[src/rtl/core/ffd_pkg.sv]
`timescale 1ns / 1ps
// ----------------------------------------------------------------------------
// Form field decoder package
// Shared payload types, configuration indexes and character constants.
// ----------------------------------------------------------------------------
package ffd_pkg;

    localparam int MAX_KEY_LEN   = 8;
    localparam int MAX_VALUE_LEN = 127;
    localparam int BUNDLE_SLOTS  = 3;

    typedef enum logic [1:0] {
        CFG_KEY_TEXT      = 2'd0,
        CFG_KEY_LENGTH    = 2'd1,
        CFG_MAX_VALUE_LEN = 2'd2,
        CFG_UNUSED        = 2'd3
    } cfg_index_t;

    localparam logic [7:0] CHAR_AMP   = 8'h26;
    localparam logic [7:0] CHAR_EQ    = 8'h3D;
    localparam logic [7:0] CHAR_PLUS  = 8'h2B;
    localparam logic [7:0] CHAR_PCT   = 8'h25;
    localparam logic [7:0] CHAR_SPACE = 8'h20;

    typedef struct packed {
        logic [7:0] in_byte;
        logic       end_of_body;
    } ffd_in_t;

    typedef struct packed {
        logic [7:0] out_byte;
        logic       is_data;
        logic       found;
        logic       last;
    } ffd_out_t;

    typedef struct packed {
        logic [BUNDLE_SLOTS-1:0][7:0] data;
        logic [1:0]                   n_data;
        logic                         has_status;
        logic                         found;
    } ffd_bundle_t;

endpackage

[src/rtl/core/ffd_front.sv]
`timescale 1ns / 1ps
// ----------------------------------------------------------------------------
// Form field decoder front end
// Accepts body bytes, tracks key matching and escape decoding, applies the
// value capacity and hands the results of each byte on as one bundle.
// ----------------------------------------------------------------------------
module ffd_front
    import ffd_pkg::*;
(
    input  logic        clk,
    input  logic        rst_n,
    input  logic        in_valid,
    output logic        in_ready,
    input  ffd_in_t     in_data,
    input  logic        cfg_valid,
    input  cfg_index_t  cfg_index,
    input  logic [63:0] cfg_data,
    output logic        push,
    output ffd_bundle_t bundle,
    input  logic        q_full
);

    typedef enum logic [3:0] {
        PH_MATCH = 4'b0001,
        PH_SKIP  = 4'b0010,
        PH_VALUE = 4'b0100,
        PH_DONE  = 4'b1000
    } phase_t;

    function automatic logic [4:0] hex_digit(input logic [7:0] c);
        logic [4:0] r;
        r = 5'b0_0000;
        if (c >= 8'h30 && c <= 8'h39)
        begin
            r = {1'b1, 4'(c - 8'h30)};
        end
        else if (c >= 8'h61 && c <= 8'h66)
        begin
            r = {1'b1, 4'(c - 8'h57)};
        end
        else if (c >= 8'h41 && c <= 8'h46)
        begin
            r = {1'b1, 4'(c - 8'h37)};
        end
        return r;
    endfunction

    logic [63:0] key_text_reg;
    logic [3:0]  key_length_reg;
    logic [6:0]  max_value_len_reg;

    phase_t      phase_reg, phase_next;
    logic [3:0]  key_pos_reg, key_pos_next;
    logic        key_match_reg, key_match_next;
    logic [1:0]  esc_cnt_reg, esc_cnt_next;
    logic [7:0]  esc_byte_reg, esc_byte_next;
    logic [6:0]  emitted_reg, emitted_next;

    logic                         accept;
    logic [7:0]                   b;
    logic [3:0]                   klen;
    logic [7:0]                   key_char;
    logic [4:0]                   hex_hi, hex_lo;
    logic [BUNDLE_SLOTS-1:0][7:0] cand;
    logic [1:0]                   nc;
    logic                         flush_now;
    logic                         found_now;
    logic [7:0]                   cap;
    logic [7:0]                   room;
    logic [1:0]                   keep;

    assign in_ready = !q_full;
    assign accept   = in_valid && in_ready;
    assign b        = in_data.in_byte;
    assign klen     = (key_length_reg > 4'(MAX_KEY_LEN)) ? 4'(MAX_KEY_LEN) : key_length_reg;
    assign key_char = key_text_reg[{key_pos_reg[2:0], 3'b000} +: 8];
    assign hex_hi   = hex_digit(esc_byte_reg);
    assign hex_lo   = hex_digit(b);

    always_comb
    begin
        phase_next     = phase_reg;
        key_pos_next   = key_pos_reg;
        key_match_next = key_match_reg;
        esc_cnt_next   = esc_cnt_reg;
        esc_byte_next  = esc_byte_reg;
        emitted_next   = emitted_reg;
        cand           = '0;
        nc             = 2'd0;
        flush_now      = 1'b0;
        found_now      = 1'b0;
        cap            = 8'd0;
        room           = 8'd0;
        keep           = 2'd0;

        unique case (phase_reg)
            PH_MATCH:
            begin
                if (b == CHAR_AMP)
                begin
                    key_pos_next   = 4'd0;
                    key_match_next = 1'b1;
                end
                else if (b == CHAR_EQ)
                begin
                    if (key_match_reg && key_pos_reg == klen)
                    begin
                        phase_next   = PH_VALUE;
                        esc_cnt_next = 2'd0;
                        emitted_next = 7'd0;
                    end
                    else
                    begin
                        phase_next = PH_SKIP;
                    end
                end
                else if (key_match_reg && key_pos_reg < klen && b == key_char)
                begin
                    key_pos_next = key_pos_reg + 4'd1;
                end
                else
                begin
                    key_match_next = 1'b0;
                end
            end
            PH_SKIP:
            begin
                if (b == CHAR_AMP)
                begin
                    phase_next     = PH_MATCH;
                    key_pos_next   = 4'd0;
                    key_match_next = 1'b1;
                end
            end
            PH_VALUE:
            begin
                if (b == CHAR_AMP)
                begin
                    flush_now  = 1'b1;
                    phase_next = PH_DONE;
                end
                else if (esc_cnt_reg == 2'd2)
                begin
                    esc_cnt_next = 2'd0;
                    if (hex_hi[4] && hex_lo[4])
                    begin
                        cand[nc] = {hex_hi[3:0], hex_lo[3:0]};
                        nc       = nc + 2'd1;
                    end
                    else
                    begin
                        cand[nc] = CHAR_PCT;
                        nc       = nc + 2'd1;
                        if (esc_byte_reg == CHAR_PLUS)
                        begin
                            cand[nc] = CHAR_SPACE;
                            nc       = nc + 2'd1;
                        end
                        else if (esc_byte_reg == CHAR_PCT)
                        begin
                            esc_cnt_next = 2'd1;
                        end
                        else
                        begin
                            cand[nc] = esc_byte_reg;
                            nc       = nc + 2'd1;
                        end
                        if (esc_cnt_next == 2'd1)
                        begin
                            esc_byte_next = b;
                            esc_cnt_next  = 2'd2;
                        end
                        else if (b == CHAR_PLUS)
                        begin
                            cand[nc] = CHAR_SPACE;
                            nc       = nc + 2'd1;
                        end
                        else if (b == CHAR_PCT)
                        begin
                            esc_cnt_next = 2'd1;
                        end
                        else
                        begin
                            cand[nc] = b;
                            nc       = nc + 2'd1;
                        end
                    end
                end
                else if (esc_cnt_reg == 2'd1)
                begin
                    esc_byte_next = b;
                    esc_cnt_next  = 2'd2;
                end
                else if (b == CHAR_PLUS)
                begin
                    cand[nc] = CHAR_SPACE;
                    nc       = nc + 2'd1;
                end
                else if (b == CHAR_PCT)
                begin
                    esc_cnt_next = 2'd1;
                end
                else
                begin
                    cand[nc] = b;
                    nc       = nc + 2'd1;
                end
            end
            PH_DONE:
            begin
                phase_next = PH_DONE;
            end
            default:
            begin
                phase_next = PH_MATCH;
            end
        endcase

        if (in_data.end_of_body)
        begin
            found_now = (phase_next == PH_VALUE) || (phase_next == PH_DONE);
            if (phase_next == PH_VALUE)
            begin
                flush_now = 1'b1;
            end
        end

        if (flush_now)
        begin
            if (esc_cnt_next != 2'd0)
            begin
                cand[nc] = CHAR_PCT;
                nc       = nc + 2'd1;
            end
            if (esc_cnt_next == 2'd2)
            begin
                cand[nc] = (esc_byte_next == CHAR_PLUS) ? CHAR_SPACE : esc_byte_next;
                nc       = nc + 2'd1;
            end
            esc_cnt_next = 2'd0;
        end

        cap  = ({1'b0, max_value_len_reg} < 8'(MAX_VALUE_LEN)) ?
               {1'b0, max_value_len_reg} : 8'(MAX_VALUE_LEN);
        room = ({1'b0, emitted_next} < cap) ? (cap - {1'b0, emitted_next}) : 8'd0;
        keep = (room < {6'd0, nc}) ? room[1:0] : nc;
        emitted_next = emitted_next + {5'd0, keep};

        if (in_data.end_of_body)
        begin
            phase_next     = PH_MATCH;
            key_pos_next   = 4'd0;
            key_match_next = 1'b1;
            esc_cnt_next   = 2'd0;
            emitted_next   = 7'd0;
        end
    end

    assign bundle.data       = cand;
    assign bundle.n_data     = keep;
    assign bundle.has_status = in_data.end_of_body;
    assign bundle.found      = found_now;
    assign push              = accept && (keep != 2'd0 || in_data.end_of_body);

    always_ff @(posedge clk or negedge rst_n)
    begin
        if (!rst_n)
        begin
            key_text_reg      <= 64'd0;
            key_length_reg    <= 4'd1;
            max_value_len_reg <= 7'd23;
        end
        else if (cfg_valid)
        begin
            unique case (cfg_index)
                CFG_KEY_TEXT:      key_text_reg      <= cfg_data;
                CFG_KEY_LENGTH:    key_length_reg    <= cfg_data[3:0];
                CFG_MAX_VALUE_LEN: max_value_len_reg <= cfg_data[6:0];
                CFG_UNUSED:        key_length_reg    <= key_length_reg;
            endcase
        end
    end

    always_ff @(posedge clk or negedge rst_n)
    begin
        if (!rst_n)
        begin
            phase_reg     <= PH_MATCH;
            key_pos_reg   <= 4'd0;
            key_match_reg <= 1'b1;
            esc_cnt_reg   <= 2'd0;
            emitted_reg   <= 7'd0;
        end
        else if (accept)
        begin
            phase_reg     <= phase_next;
            key_pos_reg   <= key_pos_next;
            key_match_reg <= key_match_next;
            esc_cnt_reg   <= esc_cnt_next;
            emitted_reg   <= emitted_next;
        end
    end

    always_ff @(posedge clk)
    begin
        if (accept)
        begin
            esc_byte_reg <= esc_byte_next;
        end
    end

endmodule

[src/rtl/core/ffd_queue.sv]
`timescale 1ns / 1ps
// ----------------------------------------------------------------------------
// Form field decoder bundle queue
// Small register FIFO that decouples the front end from the output side.
// ----------------------------------------------------------------------------
module ffd_queue
    import ffd_pkg::*;
#(
    parameter int DEPTH = 4
)
(
    input  logic        clk,
    input  logic        rst_n,
    input  logic        push,
    input  ffd_bundle_t wdata,
    output logic        full,
    input  logic        pop,
    output ffd_bundle_t rdata,
    output logic        empty
);

    localparam int PTR_W = (DEPTH > 1) ? $clog2(DEPTH) : 1;
    localparam int CNT_W = $clog2(DEPTH + 1);

    ffd_bundle_t mem_reg [DEPTH];
    logic [PTR_W-1:0] wr_ptr_reg, wr_ptr_next;
    logic [PTR_W-1:0] rd_ptr_reg, rd_ptr_next;
    logic [CNT_W-1:0] count_reg, count_next;
    logic             do_push, do_pop;

    assign full    = (count_reg == CNT_W'(DEPTH));
    assign empty   = (count_reg == '0);
    assign do_push = push && !full;
    assign do_pop  = pop && !empty;
    assign rdata   = mem_reg[rd_ptr_reg];

    always_comb
    begin
        wr_ptr_next = wr_ptr_reg;
        rd_ptr_next = rd_ptr_reg;
        count_next  = count_reg;
        if (do_push)
        begin
            wr_ptr_next = (wr_ptr_reg == PTR_W'(DEPTH - 1)) ? '0 : wr_ptr_reg + 1'b1;
        end
        if (do_pop)
        begin
            rd_ptr_next = (rd_ptr_reg == PTR_W'(DEPTH - 1)) ? '0 : rd_ptr_reg + 1'b1;
        end
        if (do_push && !do_pop)
        begin
            count_next = count_reg + 1'b1;
        end
        else if (do_pop && !do_push)
        begin
            count_next = count_reg - 1'b1;
        end
    end

    always_ff @(posedge clk or negedge rst_n)
    begin
        if (!rst_n)
        begin
            wr_ptr_reg <= '0;
            rd_ptr_reg <= '0;
            count_reg  <= '0;
        end
        else
        begin
            wr_ptr_reg <= wr_ptr_next;
            rd_ptr_reg <= rd_ptr_next;
            count_reg  <= count_next;
        end
    end

    always_ff @(posedge clk)
    begin
        if (do_push)
        begin
            mem_reg[wr_ptr_reg] <= wdata;
        end
    end

endmodule

[src/rtl/core/ffd_back.sv]
`timescale 1ns / 1ps
// ----------------------------------------------------------------------------
// Form field decoder output side
// Unpacks queued bundles into single results behind an output register.
// ----------------------------------------------------------------------------
module ffd_back
    import ffd_pkg::*;
(
    input  logic        clk,
    input  logic        rst_n,
    input  ffd_bundle_t head,
    input  logic        q_empty,
    output logic        pop,
    output logic        out_valid,
    input  logic        out_ready,
    output ffd_out_t    out_data
);

    logic [1:0] sel_reg, sel_next;
    logic       out_valid_reg, out_valid_next;
    ffd_out_t   out_data_reg, out_data_next;
    logic       load;
    logic [2:0] total;
    logic       last_entry;

    assign total      = {1'b0, head.n_data} + {2'b00, head.has_status};
    assign last_entry = ({1'b0, sel_reg} + 3'd1) == total;
    assign load       = !q_empty && (!out_valid_reg || out_ready);
    assign pop        = load && last_entry;

    always_comb
    begin
        sel_next       = sel_reg;
        out_data_next  = out_data_reg;
        out_valid_next = out_valid_reg && !out_ready;
        if (load)
        begin
            out_valid_next = 1'b1;
            sel_next       = last_entry ? 2'd0 : sel_reg + 2'd1;
            if (sel_reg < head.n_data)
            begin
                out_data_next.out_byte = head.data[sel_reg];
                out_data_next.is_data  = 1'b1;
                out_data_next.found    = 1'b0;
                out_data_next.last     = 1'b0;
            end
            else
            begin
                out_data_next.out_byte = 8'd0;
                out_data_next.is_data  = 1'b0;
                out_data_next.found    = head.found;
                out_data_next.last     = 1'b1;
            end
        end
    end

    always_ff @(posedge clk or negedge rst_n)
    begin
        if (!rst_n)
        begin
            sel_reg       <= 2'd0;
            out_valid_reg <= 1'b0;
        end
        else
        begin
            sel_reg       <= sel_next;
            out_valid_reg <= out_valid_next;
        end
    end

    always_ff @(posedge clk)
    begin
        out_data_reg <= out_data_next;
    end

    assign out_valid = out_valid_reg;
    assign out_data  = out_data_reg;

endmodule

[src/rtl/core/form_field_extract_decode.sv]
`timescale 1ns / 1ps
// ----------------------------------------------------------------------------
// Form field extract and decode
// Extracts and URL-decodes the value of one configured key from a form body.
// ----------------------------------------------------------------------------
// The block takes one body byte per cycle whenever its bundle queue has room;
// the front end works out all results of a byte in that cycle. The output
// register hands out one result per cycle while out_ready is high, so a
// byte that yields one result or none keeps a rate of one byte per cycle,
// while a byte that yields several results, up to four (a broken or cut
// escape, the status at the end of a body), is absorbed by the queue's QUEUE_DEPTH bundles.
// The first result of a byte is written into the queue and then into the
// output register before it is presented. Write the key and capacity
// registers only while the block is idle.
module form_field_extract_decode
    import ffd_pkg::*;
#(
    parameter int QUEUE_DEPTH = 4
)
(
    input  logic        clk,
    input  logic        rst_n,
    input  logic        in_valid,
    output logic        in_ready,
    input  ffd_in_t     in_data,
    output logic        out_valid,
    input  logic        out_ready,
    output ffd_out_t    out_data,
    input  logic        cfg_valid,
    output logic        cfg_ready,
    input  cfg_index_t  cfg_index,
    input  logic [63:0] cfg_data
);

    ffd_bundle_t push_bundle;
    ffd_bundle_t head_bundle;
    logic        push;
    logic        pop;
    logic        q_full;
    logic        q_empty;

    assign cfg_ready = 1'b1;

    ffd_front u_front
    (
        .clk       (clk),
        .rst_n     (rst_n),
        .in_valid  (in_valid),
        .in_ready  (in_ready),
        .in_data   (in_data),
        .cfg_valid (cfg_valid),
        .cfg_index (cfg_index),
        .cfg_data  (cfg_data),
        .push      (push),
        .bundle    (push_bundle),
        .q_full    (q_full)
    );

    ffd_queue #(
        .DEPTH (QUEUE_DEPTH)
    ) u_queue
    (
        .clk   (clk),
        .rst_n (rst_n),
        .push  (push),
        .wdata (push_bundle),
        .full  (q_full),
        .pop   (pop),
        .rdata (head_bundle),
        .empty (q_empty)
    );

    ffd_back u_back
    (
        .clk       (clk),
        .rst_n     (rst_n),
        .head      (head_bundle),
        .q_empty   (q_empty),
        .pop       (pop),
        .out_valid (out_valid),
        .out_ready (out_ready),
        .out_data  (out_data)
    );

endmodule
[config.mk]
export PLATFORM = sky130hd
export DESIGN_NAME = form_field_extract_decode
export DESIGN_NICKNAME = d
export VERILOG_FILES = /design/src/rtl/core/ffd_pkg.sv /design/src/rtl/core/ffd_front.sv /design/src/rtl/core/ffd_queue.sv /design/src/rtl/core/ffd_back.sv /design/src/rtl/core/form_field_extract_decode.sv
export SDC_FILE = /design/constraint.sdc
export NUM_CORES = 1
export LEC_CHECK = 0
export BUFFER_PORTS_ARGS = -buffer_cell sky130_fd_sc_hd__buf_4
export CAP_MARGIN = 40
export CORE_ASPECT_RATIO = 1.5
export CORE_UTILIZATION = 55
export DETAILED_ROUTE_END_ITERATION = 8
export PLACE_DENSITY = 0.74
export SYNTH_ARGS = -nofsm -noshare
export SYNTH_HDL_FRONTEND = slang
export SYNTH_SLANG_ARGS = --single-unit
[constraint.sdc]
create_clock -name clk -period 8.2 [get_ports clk]
set_clock_uncertainty 0.05 [all_clocks]
set_input_delay 1.23 -clock clk [delete_from_list [all_inputs] [get_ports clk]]
set_output_delay 1.23 -clock clk [all_outputs]
set_load 0.05 [all_outputs]
## After elaboration in Yosys (flattened, before gate mapping)

Memory sizes are Yosys's and may differ from the RTL's.
Cells that the tools add are included.

| storage, ports and cells | value |
|---|---|
| output and inout port bits | 14 |
| input port bits | 80 |
| logic and storage cells | 269 |
| bits in writable memories | 112 |
| memories kept | 1 |
| register bits after elaboration | 122 |

Memory list:

| memory | depth | bits a word | rd ports | clocked after Yosys merged registers in | wr ports | RTL line | source |
|---|---|---|---|---|---|---|---|
| u_queue.mem_reg | 4 | 28 | 1 | 0 | 1 | ffd_queue.sv:25 | `ffd_bundle_t mem_reg [DEPTH];` |

| operators by class | value |
|---|---|
| magnitude comparators | 25 |
| muxes and demuxes | 128 |
| reductions and logical operators | 42 |
| bitwise gates (word level) | 6 |
| shift-type cells | 1 |
| equal/unequal tests | 29 |
| $add $sub $neg | 19 |

Operator list:

| cell | count |
|---|---|
| 2-to-1 mux 24 bit | 9 |
| 2-to-1 mux 8 bit | 23 |
| 2-to-1 mux 2 bit | 42 |
| variable part select 64 x 7 -> 8 bit | 1 |
| equality test 8 x 6 -> 1 bit (second input constant) | 7 |
| bitwise mux 24 bit | 2 |
| demux 8 bit (select 2 bit) | 3 |
| 2-to-1 mux 4 bit | 11 |
| 2-to-1 mux 7 bit | 6 |
| greater-or-equal comparator 8 x 7 -> 1 bit (second input constant) | 4 |
| less-or-equal comparator 8 x 7 -> 1 bit (second input constant) | 4 |
| 2-to-1 mux 16 bit | 2 |
| 2-to-1 mux 5 bit | 6 |
| logical AND 1 bit | 22 |
| bitwise AND 14 x 21 -> 21 bit | 1 |
| inverter 21 bit | 1 |
| binary-select mux 8 bit (select 2 bit) | 1 |
| greater-or-equal comparator 8 x 6 -> 1 bit (second input constant) | 2 |
| less-or-equal comparator 8 x 6 -> 1 bit (second input constant) | 2 |
| case mux 4 bit (4 select lines) | 1 |
| subtractor 4 x 3 -> 4 bit (second input constant) | 4 |
| bitwise AND 15 bit | 1 |
| 2-to-1 mux 1 bit | 15 |
| inverter 15 bit | 1 |
| other kinds (44) | 79 |

## Depth between registers and ports, before layout

Gate-level depths: netlist of the first run.

| logic depth | value |
|---|---|
| word-level depth | 34 |
| mapped depth | 30 |
| gate-level depth less buffers | 29 |

## Modules after synthesis

From an unflattened synthesis of the first run, not the netlist that was laid out.

| unflattened totals | value |
|---|---|
| cell total of the unflattened synthesis | 922 |
| area, all modules | 12179.2 µm² |

Modules (own cells, without submodules):

| module | sequential area each (µm²) | area an instance (µm²) | cells each | times used |
|---|---|---|---|---|
| ffd_front | 2576.2 | 6887.9 | 665 | 1 |
| ffd_queue | 3538.4 | 4469.3 | 183 | 1 |
| ffd_back | 405.4 | 810.8 | 72 | 1 |
| form_field_extract_decode | 0.0 | 11.3 | 2 | 1 |

## Worst setup path before layout of the first run

Ideal clock, no wire load.

| path | value |
|---|---|
| path type | input port to flip-flop |
| from | in in_data[2] (netlist name) |
| to | mem u_queue.mem_reg[0][0] (netlist name) (enable) |
| buffers on the path | 1 |
| arrival | 6.272 ns |
| setup slack | 1.465 ns |
| library setup time | 0.413 ns |
| cell stages on the path | 22 |
| data required time | 7.737 ns |
| cells stage by stage | clkbuf_1 -> inv_1 -> ha_1 -> nor3b_1 -> nor4bb_1 -> o21ai_0 -> a21oi_2 -> nor4_4 -> ha_1 -> a21oi_1 -> inv_1 -> ha_1 -> nor3_1 -> mux2i_1 -> and2_1 -> ha_1 -> a2111oi_2 -> a21oi_1 -> nor2_1 -> o22a_2 -> o31ai_4 -> nor2_1 |

RTL lines:

| element | RTL line | source |
|---|---|---|
| start: declaration | form_field_extract_decode.sv:25 | `input ffd_in_t in_data,` |
| end: declaration | ffd_queue.sv:25 |  |

## Worst setup path in the final report of the first run

| path | value |
|---|---|
| from | in in_data[2] (netlist name) |
| to | reg u_queue.count_reg[1] |

| between the ends | value |
|---|---|
| elaborated cells on any way between the ends | 74 |
| those cells by class | 3 x add/sub; 8 x order compare; 6 x eq/ne; 44 x mux; 13 x reduce/logical |

RTL lines:

| element | RTL line | source |
|---|---|---|
| greater-or-equal comparator 8 x 7 -> 1 bit / less-or-equal comparator 8 x 7 -> 1 bit (equally long branches) | ffd_front.sv:41 | `else if (c >= 8'h41 && c <= 8'h46)` |
| logical AND 1 bit | ffd_front.sv:41 |  |
| 2-to-1 mux 5 bit | ffd_front.sv:41 |  |
| 2-to-1 mux 5 bit | ffd_front.sv:37 | `else if (c >= 8'h61 && c <= 8'h66)` |
| 2-to-1 mux 5 bit | ffd_front.sv:33 | `if (c >= 8'h30 && c <= 8'h39)` |
| logical AND 1 bit | ffd_front.sv:145 | `if (hex_hi[4] && hex_lo[4])` |
| 2-to-1 mux 2 bit | ffd_front.sv:145 |  |
| 2-to-1 mux 2 bit | ffd_front.sv:142 | `else if (esc_cnt_reg == 2'd2)` |
| [10 not listed] | - |  |
| nonzero test 2 bit * | ffd_front.sv:263 | `assign push = accept && (keep != 2'd0 \|\| in_data.end_of_body);` |
| logical OR 1 bit * | ffd_front.sv:263 |  |
| logical AND 1 bit * | ffd_front.sv:263 |  |
| logical AND 1 bit * | ffd_queue.sv:33 | `assign do_push = push && !full;` |
| named net u_queue.do_push | ffd_queue.sv:29 | `logic do_push, do_pop;` |
| logical AND 1 bit * | ffd_queue.sv:50 | `if (do_push && !do_pop)` |
| 2-to-1 mux 3 bit * | ffd_queue.sv:50 |  |
| named net u_queue.count_next[1] | ffd_queue.sv:28 | `logic [CNT_W-1:0] count_reg, count_next;` |
| end signal: assignment | ffd_queue.sv:72 | `count_reg <= count_next;` |
| end: declaration | ffd_queue.sv:28 |  |

The timed path passes the listed nets; every way through them passes the cells marked *. The select of a mux whose other input is x is not followed.
A chain may end at the register's enable or synchronous reset.

==> results of run 1 <==
## metal layers
layer,GRT usage,part of all wire,up-vias
met1,0.259,0.37,3814
met4,0.116,0.047,0
met3,0.0387,0.045,77
met5,0,0,-
met2,0.438,0.54,241
li1,-,-,3627
## path summary, 6_finish.rpt
| check | cells after the start | to | start | slack [ps] |
|---|---|---|---|---|
| max reg2reg | 23 | u_queue.count_reg[1] | u_front.esc_byte_reg[5] | 1400 |
| min in group asynchronous | 1 | u_front.key_text_reg[6] | rst_n | 600 |
| max in group asynchronous | 3 | u_front.key_match_reg | rst_n | 6510 |
| max | 26 | u_queue.count_reg[1] | in_data[2] | 1290 |
| min | 1 | u_front.emitted_reg[6] | u_front.emitted_reg[6] | 430 |
| min reg2reg | 1 | u_front.emitted_reg[6] | u_front.emitted_reg[6] | 430 |
## power breakdown
group	internal, W	switching (W)	total, W
clock	0.000618	0.000434	0.00105
sequential	0.00147	0.000140	0.00162
combinational	0.000611	0.000648	0.00126
## kinds of logic after synthesis
logic type               Yosys count  share of synthesized area
other                              1                   0.000307
buffers and inverters             97                     0.0357
multiplexers                     152                      0.178
AO/OA/AOI/OAI                    163                     0.0928
adder cells (fa/ha/maj)           43                     0.0459
flip-flops                       234                      0.534
XOR/XNOR                          25                     0.0179
AND/OR/NAND/NOR                  205                     0.0953
## critical path: stages
cell and delay (ps):
sky130_fd_sc_hd__buf_4 160, sky130_fd_sc_hd__inv_1 90, sky130_fd_sc_hd__ha_1 300, sky130_fd_sc_hd__nor3b_1 80
sky130_fd_sc_hd__nor4bb_1 250, sky130_fd_sc_hd__o21ai_0 200, sky130_fd_sc_hd__a31oi_2 430, sky130_fd_sc_hd__o21ai_2 200
sky130_fd_sc_hd__ha_1 360, sky130_fd_sc_hd__a21oi_1 180, sky130_fd_sc_hd__inv_1 90, sky130_fd_sc_hd__ha_1 280
sky130_fd_sc_hd__nor3_1 180, sky130_fd_sc_hd__mux2i_1 140, sky130_fd_sc_hd__and2_1 190, sky130_fd_sc_hd__ha_1 210
sky130_fd_sc_hd__a2111oi_2 290, sky130_fd_sc_hd__a21oi_1 170, sky130_fd_sc_hd__a221oi_1 410, sky130_fd_sc_hd__a22oi_2 170
sky130_fd_sc_hd__o31ai_4 610, sky130_fd_sc_hd__inv_1 100, sky130_fd_sc_hd__ha_1 230, sky130_fd_sc_hd__inv_1 80
sky130_fd_sc_hd__fa_1 380, sky130_fd_sc_hd__mux2_2 270
## metrics by stage
| step | power, W | hold WS (ps) | setup WS (ps) |
|---|---|---|---|
| after floorplan | 0.00255 | 392 | 1460 |
| after global placement | 0.00285 | 421 | 1160 |
| after detailed placement | 0.00292 | 429 | 911 |
| after CTS | 0.00397 | 433 | 1360 |
| after global routing | 0.00414 | 448 | 915 |
| final | 0.00393 | 434 | 1290 |
## layout by cell type (no fill, tap or decap), types with 40 or more instances in the layout
cell | synthesis | layout
sky130_fd_sc_hd__nor2_1 | 44 | 40
sky130_fd_sc_hd__edfxtp_1 | 131 | 131
sky130_fd_sc_hd__mux2_2 | 77 | 77
sky130_fd_sc_hd__buf_4 | 2 | 100
sky130_fd_sc_hd__inv_1 | 48 | 48
sky130_fd_sc_hd__nand2_1 | 49 | 49
sky130_fd_sc_hd__mux4_2 | 44 | 44
sky130_fd_sc_hd__a21oi_1 | 41 | 41
sky130_fd_sc_hd__dfrtp_1 | 96 | 95
sky130_fd_sc_hd__ha_1 | 40 | 40
## area by class of cell
cell class / count / area (um2) / share of cell area
Tap cell: 272 / 340 / 0.0244
Multi-Input combinational cell: 589 / 5290 / 0.379
Timing Repair Buffer: 106 / 886 / 0.0634
Inverter: 48 / 180 / 0.0129
Clock inverter: 11 / 140 / 0.0100
Sequential cell: 234 / 6520 / 0.467
Clock buffer: 28 / 604 / 0.0433
==> out/results.ini, run 1 <==
[routing]
detail_route.wl_per_cell_um=20.0
vias=7759
viasPerCell=6.02
antenna_violating_nets_post_route=0
drtPass1Iterations=6
drt_wl_total_um=25800
drcViolationCount=0
drt-initial-drc-count=476

[sta]
max_freq_ghz=0.145
worst_slew_margin_rel=0.462
setup_viol=0
rsz0062_at_grt=false
report.final.hold_viol_count=0
finalSetupTns_ps=0
finalCriticalPeriod_ps=6910
worst_margin_pin_slew_ps=807
final-max-slew-violation-count=0
final_min_period_over_clock_period=0.843

[logic_synthesis]
yosys.area.top_type_share=0.322
synth.yosys.seq_area_share=0.534
synth_most_common_cell=sky130_fd_sc_hd__edfxtp_1
syn_avg_cell_area_um2=13.3
syn_inst=920
synthesis.area_mm2=0.0122
synth.cells.most_frequent=131 x sky130_fd_sc_hd__edfxtp_1, 96 x sky130_fd_sc_hd__dfrtp_1, 77 x sky130_fd_sc_hd__mux2_2
ys_warn_count=0
post_synth_num_cell_types=94
ys_dominant_reg_cell=sky130_fd_sc_hd__edfxtp_1
number_of_enable_type_register_cells_in_the_synthesized_netlist=131
mappedNetlistNets=1043
netlist.top_cell.by_area=sky130_fd_sc_hd__edfxtp_1
synth.ff_latch_count=234
synthTopCellsByArea=sky130_fd_sc_hd__edfxtp_1 32%, sky130_fd_sc_hd__dfrtp_1 20%, sky130_fd_sc_hd__mux4_2 8.1%, sky130_fd_sc_hd__mux2_2 7.1%, sky130_fd_sc_hd__ha_1 4.1%
synthArstFlopShare=0.440

[run_status]
status=completed

[layout]
num-nets-final=1124
finalNonFillerCells=1288
layout.cell_area.non_filler_mm2=0.0140
fraction_of_final_layout_cells_sized_beyond_drive_strength_1=0.302
fin_util=0.643
largest_register_ffs=112
layout-area-overhead-vs-synth_pct=14.3
fillCellCount=1614
antennaDiodeCount=0

[floorplan]
initial_utilization=0.562
die_width_um=124
placeableCoreArea_mm2=0.0217
design.die.area_mm2=0.0228
design.portCount=94
die_h_um=185
core.rowCount=66

[place]
gpl.final_weighted_congestion=0.901
dp_cells=1249
hpwl_um=18800
io_buffers=92
post_dp_cell_area_mm2=0.0132

[grt]
grt_util_all_layers=0.238
grt.overflow.total=0
grt_start_max_net_pins=65
wire_length_of_the_first_global_routing_pass_um=41300
antenna_violations_before_repair=0
grt_pass1_vias=8049

[cts]
count_of_hold_fix_buffers_inserted_at_cts=0
total_cts_buffers=22
clock-root-buffer=sky130_fd_sc_hd__clkbuf_16
path_clk_slew_ps=60
cts_tree=built
cts_setup_buffers=0
worstSkewPairLatency_ps=520
post_cts_resize_count=0
cts_sinks=234
cts_htree_levels=1
cts-root-to-sink-buffers=3

[job]
max_cap_viol_count=0

[critical_path]
required_ps=8550
worst_ep_arrival_time_ps=7260
crit_path_start_kind=primary input
nature_of_the_critical_path_endpoint=flop
path_max_fanout=10
timing_worst_setup_path_type=in -> reg

[power]
cellLeakagePower_nw=5.32
worst_ir_drop_vdd_mv=0.224
power.density_cell_area_mw_per_mm2=281

[min_path]
holdCritPathClass=reg -> reg

Note: power is estimated with default switching activity, not from simulation.
==> run 2, diff against run 1 <==
--- a/config.mk
+++ b/config.mk
@@ -10,7 +10,7 @@
 export CORE_ASPECT_RATIO = 1.5
 export CORE_UTILIZATION = 55
 export DETAILED_ROUTE_END_ITERATION = 8
-export PLACE_DENSITY = 0.74
+export PLACE_DENSITY = 0.77
 export SYNTH_ARGS = -nofsm -noshare
 export SYNTH_HDL_FRONTEND = slang
 export SYNTH_SLANG_ARGS = --single-unit
==> constraint.sdc (replaced) <==
create_clock -name clk -period 5.6 [get_ports clk]
set_clock_uncertainty 0.05 [all_clocks]
set_input_delay 0.84 -clock clk [delete_from_list [all_inputs] [get_ports clk]]
set_output_delay 0.84 -clock clk [all_outputs]
set_load 0.05 [all_outputs]
==> out/results.ini, run 2 (synthesis gave the netlist of run 1 again) <==
[critical_path]
worst_r2r_endpoint=u_front.emitted_reg[6]
worst-r2r-cell-count=27
worst_ep_arrival_time_ps=5720
critPathMaxStageDelay_ps=430
critical_path.reg2reg.startpoint=u_front.esc_byte_reg[0]
nature_of_the_critical_path_endpoint=flop
path_max_fanout=5
crit_path_start_kind=flop
rrSetupSlack_ps=230
master_of_the_slowest_instance_on_the_critical_path=sky130_fd_sc_hd__fa_2
timing_worst_setup_path_type=reg -> reg
required_ps=5950
cp-startpoint=u_front.esc_byte_reg[0]

[floorplan]
initial_utilization=0.562
die_h_um=185
die_width_um=124
design.portCount=94
design.die.area_mm2=0.0228
placeableCoreArea_mm2=0.0217
core.rowCount=66

[grt]
grt_start_max_net_pins=56
grt_util_all_layers=0.251
wire_length_of_the_first_global_routing_pass_um=43500
grt.overflow.total=0
antenna_violations_before_repair=0
grt_pass1_vias=8592

[layout]
layout.cells.most_common=sky130_fd_sc_hd__buf_4
num-nets-final=1200
area_occupied_by_multi_input_gates_mm2=0.00547
layout-area-overhead-vs-synth_pct=20.4
fillCellCount=1542
layout.cells.most_common_list=178 x sky130_fd_sc_hd__buf_4, 131 x sky130_fd_sc_hd__edfxtp_1, 95 x sky130_fd_sc_hd__dfrtp_1
largest_register_ffs=112
sequential_cell_area_mm2=0.00652
fin_util=0.677
fraction_of_final_layout_cells_sized_beyond_drive_strength_1=0.377
antennaDiodeCount=0

[cts]
path_clk_slew_ps=70
cts_sinks=234
cts-root-to-sink-buffers=3
cts_htree_levels=1
count_of_hold_fix_buffers_inserted_at_cts=0
worstSkewPairLatency_ps=520
clock-root-buffer=sky130_fd_sc_hd__clkbuf_16
cts_tree=built
total_cts_buffers=22

[routing]
vias=8191
drcViolationCount=0
viasPerCell=6.00
drtPass1Iterations=5
detail_route.wl_per_cell_um=19.9
drt_wl_total_um=27200
antenna_violating_nets_post_route=0
drt-initial-drc-count=453

[sta]
max_freq_ghz=0.186
report.final.hold_viol_count=0
final.setup.worst_slack_ps=231
final_min_period_over_clock_period=0.959
worst_slew_margin_rel=0.486
worst_margin_pin_slew_ps=770
final-max-slew-violation-count=0
finalCriticalPeriod_ps=5370
setup_viol=0

[power]
cellLeakagePower_nw=5.70
power.density_cell_area_mw_per_mm2=399
worst_ir_drop_vdd_mv=0.305
total_power_w=0.00587

[place]
gpl.final_weighted_congestion=0.950
io_buffers=92
dpl_worst_slack_ps=-354
hpwl_um=19900

[min_path]
holdCritPathClass=in -> async

[run_status]
status=completed

[job]
max_cap_viol_count=0

run 2: cell types whose count changed in the layout (fill, tap and decap cells not counted), sizes merged:
cell | previous run | this run
clkbuf | 28 | 26
clkinv | 4 | 6
clkinvlp | 3 | 2
bufinv | 3 | 4
buf | 106 | 182
inv | 49 | 50
run 2: what timing repair did:
item                                    4_1_cts  5_1_grt
setup buffers                                 0        8
endpoints found under the setup margin        0        8
resized for setup                             0       18
run 2: how the worst max path moves through the flow:
| stage | end | slack [ps] | cells past startpoint |
|---|---|---|---|
| 6_report | u_front.emitted_reg[6] | 230 | 27 |
| 4_1_cts | u_front.emitted_reg[6] | 4 | 26 |
| 3_5_place_dp | u_front.emitted_reg[6] | -350 | 27 |
| 5_1_grt | u_front.emitted_reg[6] | -60 | 27 |
| 2_1_floorplan | u_queue.count_reg[1] | -80 | 25 |
| 3_3_place_gp | u_front.emitted_reg[6] | -160 | 28 |
run 2: worst max-delay path, delay by kind of cell (launching register included):
| kind | cells | cell delay, ps |
|---|---|---|
| and+or+nand+nor | 8 | 990 |
| AOI/OAI and AO/OA | 11 | 2190 |
| adders and majority gates | 4 | 1080 |
| buffers and inverters | 3 | 400 |
| DFF | 1 | 390 |
| muxes | 1 | 130 |
run 2: routing by layer:
layer	track usage	wire, um	up-vias
li1	-	-	3769
met1	0.261	9740	4102
met2	0.477	15000	242
met3	0.0328	1120	78
met4	0.126	1310	0
met5	0	0	-
run 2: report_power, final:
part	total [W]	leakage, nW	internal (W)	switching [W]
Combinational	0.00194	2.88	0.000931	0.00101
Sequential	0.00234	2.45	0.00216	0.000177
Clock	0.00159	0.373	0.000951	0.000644
Total	0.00587	5.70	0.00404	0.00183
run 2: final cells by class:
class | count | area share
Clock buffer | 26 | 0.0406
Clock inverter | 14 | 0.0122
Inverter | 48 | 0.0124
Multi-Input combinational cell | 589 | 0.372
Sequential cell | 234 | 0.443
Tap cell | 272 | 0.0231
Timing Repair Buffer | 182 | 0.0963
run 2: metrics by stage:
stage	hold slack, ps	cells	cell area, um2	setup TNS (ps)
6_report	295	1365	14700	0
5_1_grt	345	1365	14700	-165
4_1_cts	314	1357	14600	0
3_5_place_dp	426	1317	13800	-1720
3_3_place_gp	420	1317	13800	-331
2_1_floorplan	392	920	12400	-76.7
==> run 3, diff against run 2 <==
--- a/config.mk
+++ b/config.mk
@@ -5,6 +5,7 @@
 export SDC_FILE = /design/constraint.sdc
 export NUM_CORES = 1
 export LEC_CHECK = 0
+export ABC_AREA = 1
 export BUFFER_PORTS_ARGS = -buffer_cell sky130_fd_sc_hd__buf_4
 export CAP_MARGIN = 40
 export CORE_ASPECT_RATIO = 1.5
==> out/results.ini, run 3 <==
[critical_path]
path_max_fanout=7
timing_worst_setup_path_type=reg -> reg
master_of_the_slowest_instance_on_the_critical_path=sky130_fd_sc_hd__edfxtp_1
worst-r2r-cell-count=31
critical_path.reg2reg.startpoint=u_front.esc_byte_reg[0]
nature_of_the_critical_path_endpoint=flop
crit_path_start_kind=flop
required_ps=5940
worst_r2r_endpoint=u_queue.count_reg[2]
worst_ep_arrival_time_ps=5450
critPathMaxStageDelay_ps=520
rrSetupSlack_ps=490
crit_path_most_repeated_cell=sky130_fd_sc_hd__nand2_1

[cts]
cts_htree_levels=1
cts_tree=built
cts-root-to-sink-buffers=3
post_cts_resize_count=0
cts_sinks=234
total_cts_buffers=22
cts_setup_buffers=0
clock-root-buffer=sky130_fd_sc_hd__clkbuf_16
count_of_hold_fix_buffers_inserted_at_cts=0
worstSkewPairLatency_ps=510
path_clk_slew_ps=60

[grt]
grt_util_all_layers=0.264
antenna_violations_before_repair=0
grt_pass1_vias=9621
grt.overflow.total=0
wire_length_of_the_first_global_routing_pass_um=46400
grt_start_max_net_pins=65

[logic_synthesis]
synth.cells.most_frequent=167 x sky130_fd_sc_hd__nand2_1, 147 x sky130_fd_sc_hd__nor2_1, 139 x sky130_fd_sc_hd__o21ai_0
ys_dominant_reg_cell=sky130_fd_sc_hd__edfxtp_1
netlist.top_cell.by_area=sky130_fd_sc_hd__edfxtp_1
mappedNetlistNets=1356
synth.yosys.seq_area_share=0.542
yosys.area.top_type_share=0.327
synth.ff_latch_count=234
post_synth_num_cell_types=54
syn_avg_cell_area_um2=9.76
synth_most_common_cell=sky130_fd_sc_hd__nand2_1
synthesis.area_mm2=0.0120
syn_inst=1233
synthArstFlopShare=0.440
ys_warn_count=0
synthTopCellsByArea=sky130_fd_sc_hd__edfxtp_1 33%, sky130_fd_sc_hd__dfrtp_1 20%, sky130_fd_sc_hd__o21ai_0 5.8%, sky130_fd_sc_hd__nand2_1 5.2%, sky130_fd_sc_hd__mux2_2 4.9%
number_of_enable_type_register_cells_in_the_synthesized_netlist=131

[routing]
vias=9311
drcViolationCount=0
antenna_violating_nets_post_route=0
drtPass1Iterations=6
drt-initial-drc-count=692
drt_wl_total_um=28600
detail_route.wl_per_cell_um=17.9
viasPerCell=5.82

[power]
total_power_w=0.00598
cellLeakagePower_nw=5.84
power.density_cell_area_mw_per_mm2=433
worst_ir_drop_vdd_mv=0.303

[sta]
report.final.hold_viol_count=0
rsz0062_at_grt=false
max_freq_ghz=0.196
setup_viol=0
worst_slew_margin_rel=0.497
finalSetupTns_ps=0
final_min_period_over_clock_period=0.912
worst_margin_pin_slew_ps=753
finalCriticalPeriod_ps=5110
final-max-slew-violation-count=0

[layout]
fillCellCount=1711
antennaDiodeCount=0
fin_util=0.650
fraction_of_final_layout_cells_sized_beyond_drive_strength_1=0.193
layout-area-overhead-vs-synth_pct=14.7
layout.cells.most_common=sky130_fd_sc_hd__nand2_1
num-nets-final=1440
layout.cells.most_common_list=167 x sky130_fd_sc_hd__nand2_1, 143 x sky130_fd_sc_hd__nor2_1, 139 x sky130_fd_sc_hd__o21ai_0
largest_register_ffs=112
layout.cell_area.non_filler_mm2=0.0138
finalNonFillerCells=1601

[floorplan]
design.portCount=94
design.die.area_mm2=0.0225
core.rowCount=65
die_h_um=183
placeableCoreArea_mm2=0.0212
initial_utilization=0.567
die_width_um=123

[job]
max_cap_viol_count=0

[place]
hpwl_um=20500
io_buffers=92
gpl.final_weighted_congestion=0.932
post_dp_cell_area_mm2=0.0131
dp_cells=1561

[run_status]
status=completed

[min_path]
holdCritPathClass=in -> async

run 3: changes by cell type after synthesis, moves of 13 or more:
| cell | change |
|---|---|
| sky130_fd_sc_hd__o21ai_0 | +105 |
| sky130_fd_sc_hd__mux4_2 | -44 |
| sky130_fd_sc_hd__nor2_1 | +103 |
| sky130_fd_sc_hd__inv_1 | +62 |
| sky130_fd_sc_hd__clkbuf_1 | +13 |
| sky130_fd_sc_hd__mux2_2 | -25 |
| sky130_fd_sc_hd__nand3_1 | +42 |
| sky130_fd_sc_hd__mux2i_1 | -29 |
| sky130_fd_sc_hd__and2_1 | -19 |
| sky130_fd_sc_hd__o22ai_1 | +31 |
| sky130_fd_sc_hd__inv_2 | +14 |
| sky130_fd_sc_hd__nand2_1 | +118 |
| sky130_fd_sc_hd__o221ai_1 | +18 |
run 3: worst max-delay path by stage:
stage	end	depth (start not counted)	slack, ps	start
2_1_floorplan	u_queue.mem_reg[3][0]	25	230	in_data[2]
3_3_place_gp	u_queue.count_reg[2]	32	260	in_data[2]
3_5_place_dp	u_queue.count_reg[2]	32	30	in_data[2]
4_1_cts	u_queue.count_reg[2]	31	530	u_front.esc_byte_reg[0]
5_1_grt	u_queue.count_reg[2]	31	70	u_front.esc_byte_reg[0]
6_report	u_queue.count_reg[2]	31	490	u_front.esc_byte_reg[0]
run 3: per-layer routing:
metal  vias to the layer above  track usage  share of wire
met2                       335        0.495           0.55
met1                      4445        0.284           0.35
met3                        75       0.0386          0.054
li1                       4456            -              -
met5                         -            0              0
met4                         0        0.127          0.044
run 3: report_power, final:
part / switching (W) / internal [W]
clock network: 0.000633 / 0.000802
registers: 0.000170 / 0.00220
logic: 0.00142 / 0.000757
run 3: through the flow:
step | hold WS, ps | worst slack, ps
after floorplan | 401 | 233
after global placement | 417 | 259
after global routing | 373 | 71.0
after CTS | 334 | 533
after detailed placement | 429 | 25.9
final | 324 | 492
run 3: cell families after synthesis:
group	after synthesis	share of synthesized area
buffers and inverters	177	0.0570
multiplexers	52	0.0487
AO/OA/AOI/OAI	288	0.140
other	1	0.000312
AND/OR/NAND/NOR	418	0.151
XOR/XNOR	20	0.0146
adder cells (fa/ha/maj)	43	0.0466
flip-flops	234	0.542
run 3: worst max-delay path, delay by kind of cell (launching register included):
| family | cells | cell delay, ps |
|---|---|---|
| buf+inv | 5 | 540 |
| compound gates | 5 | 770 |
| simple gates | 14 | 1420 |
| xor+xnor | 1 | 140 |
| fa+ha+maj | 6 | 1540 |
| flops | 1 | 520 |
run 3: final cells by class:
class | instances | area (um2) | share of cell area
well taps | 268 | 335 | 0.0243
flip-flops and latches | 234 | 6520 | 0.473
clock inverters | 14 | 110 | 0.00798
repair buffers | 110 | 916 | 0.0664
clock buffers | 26 | 587 | 0.0425
multi-input cells | 822 | 4850 | 0.352
inverters | 127 | 479 | 0.0347
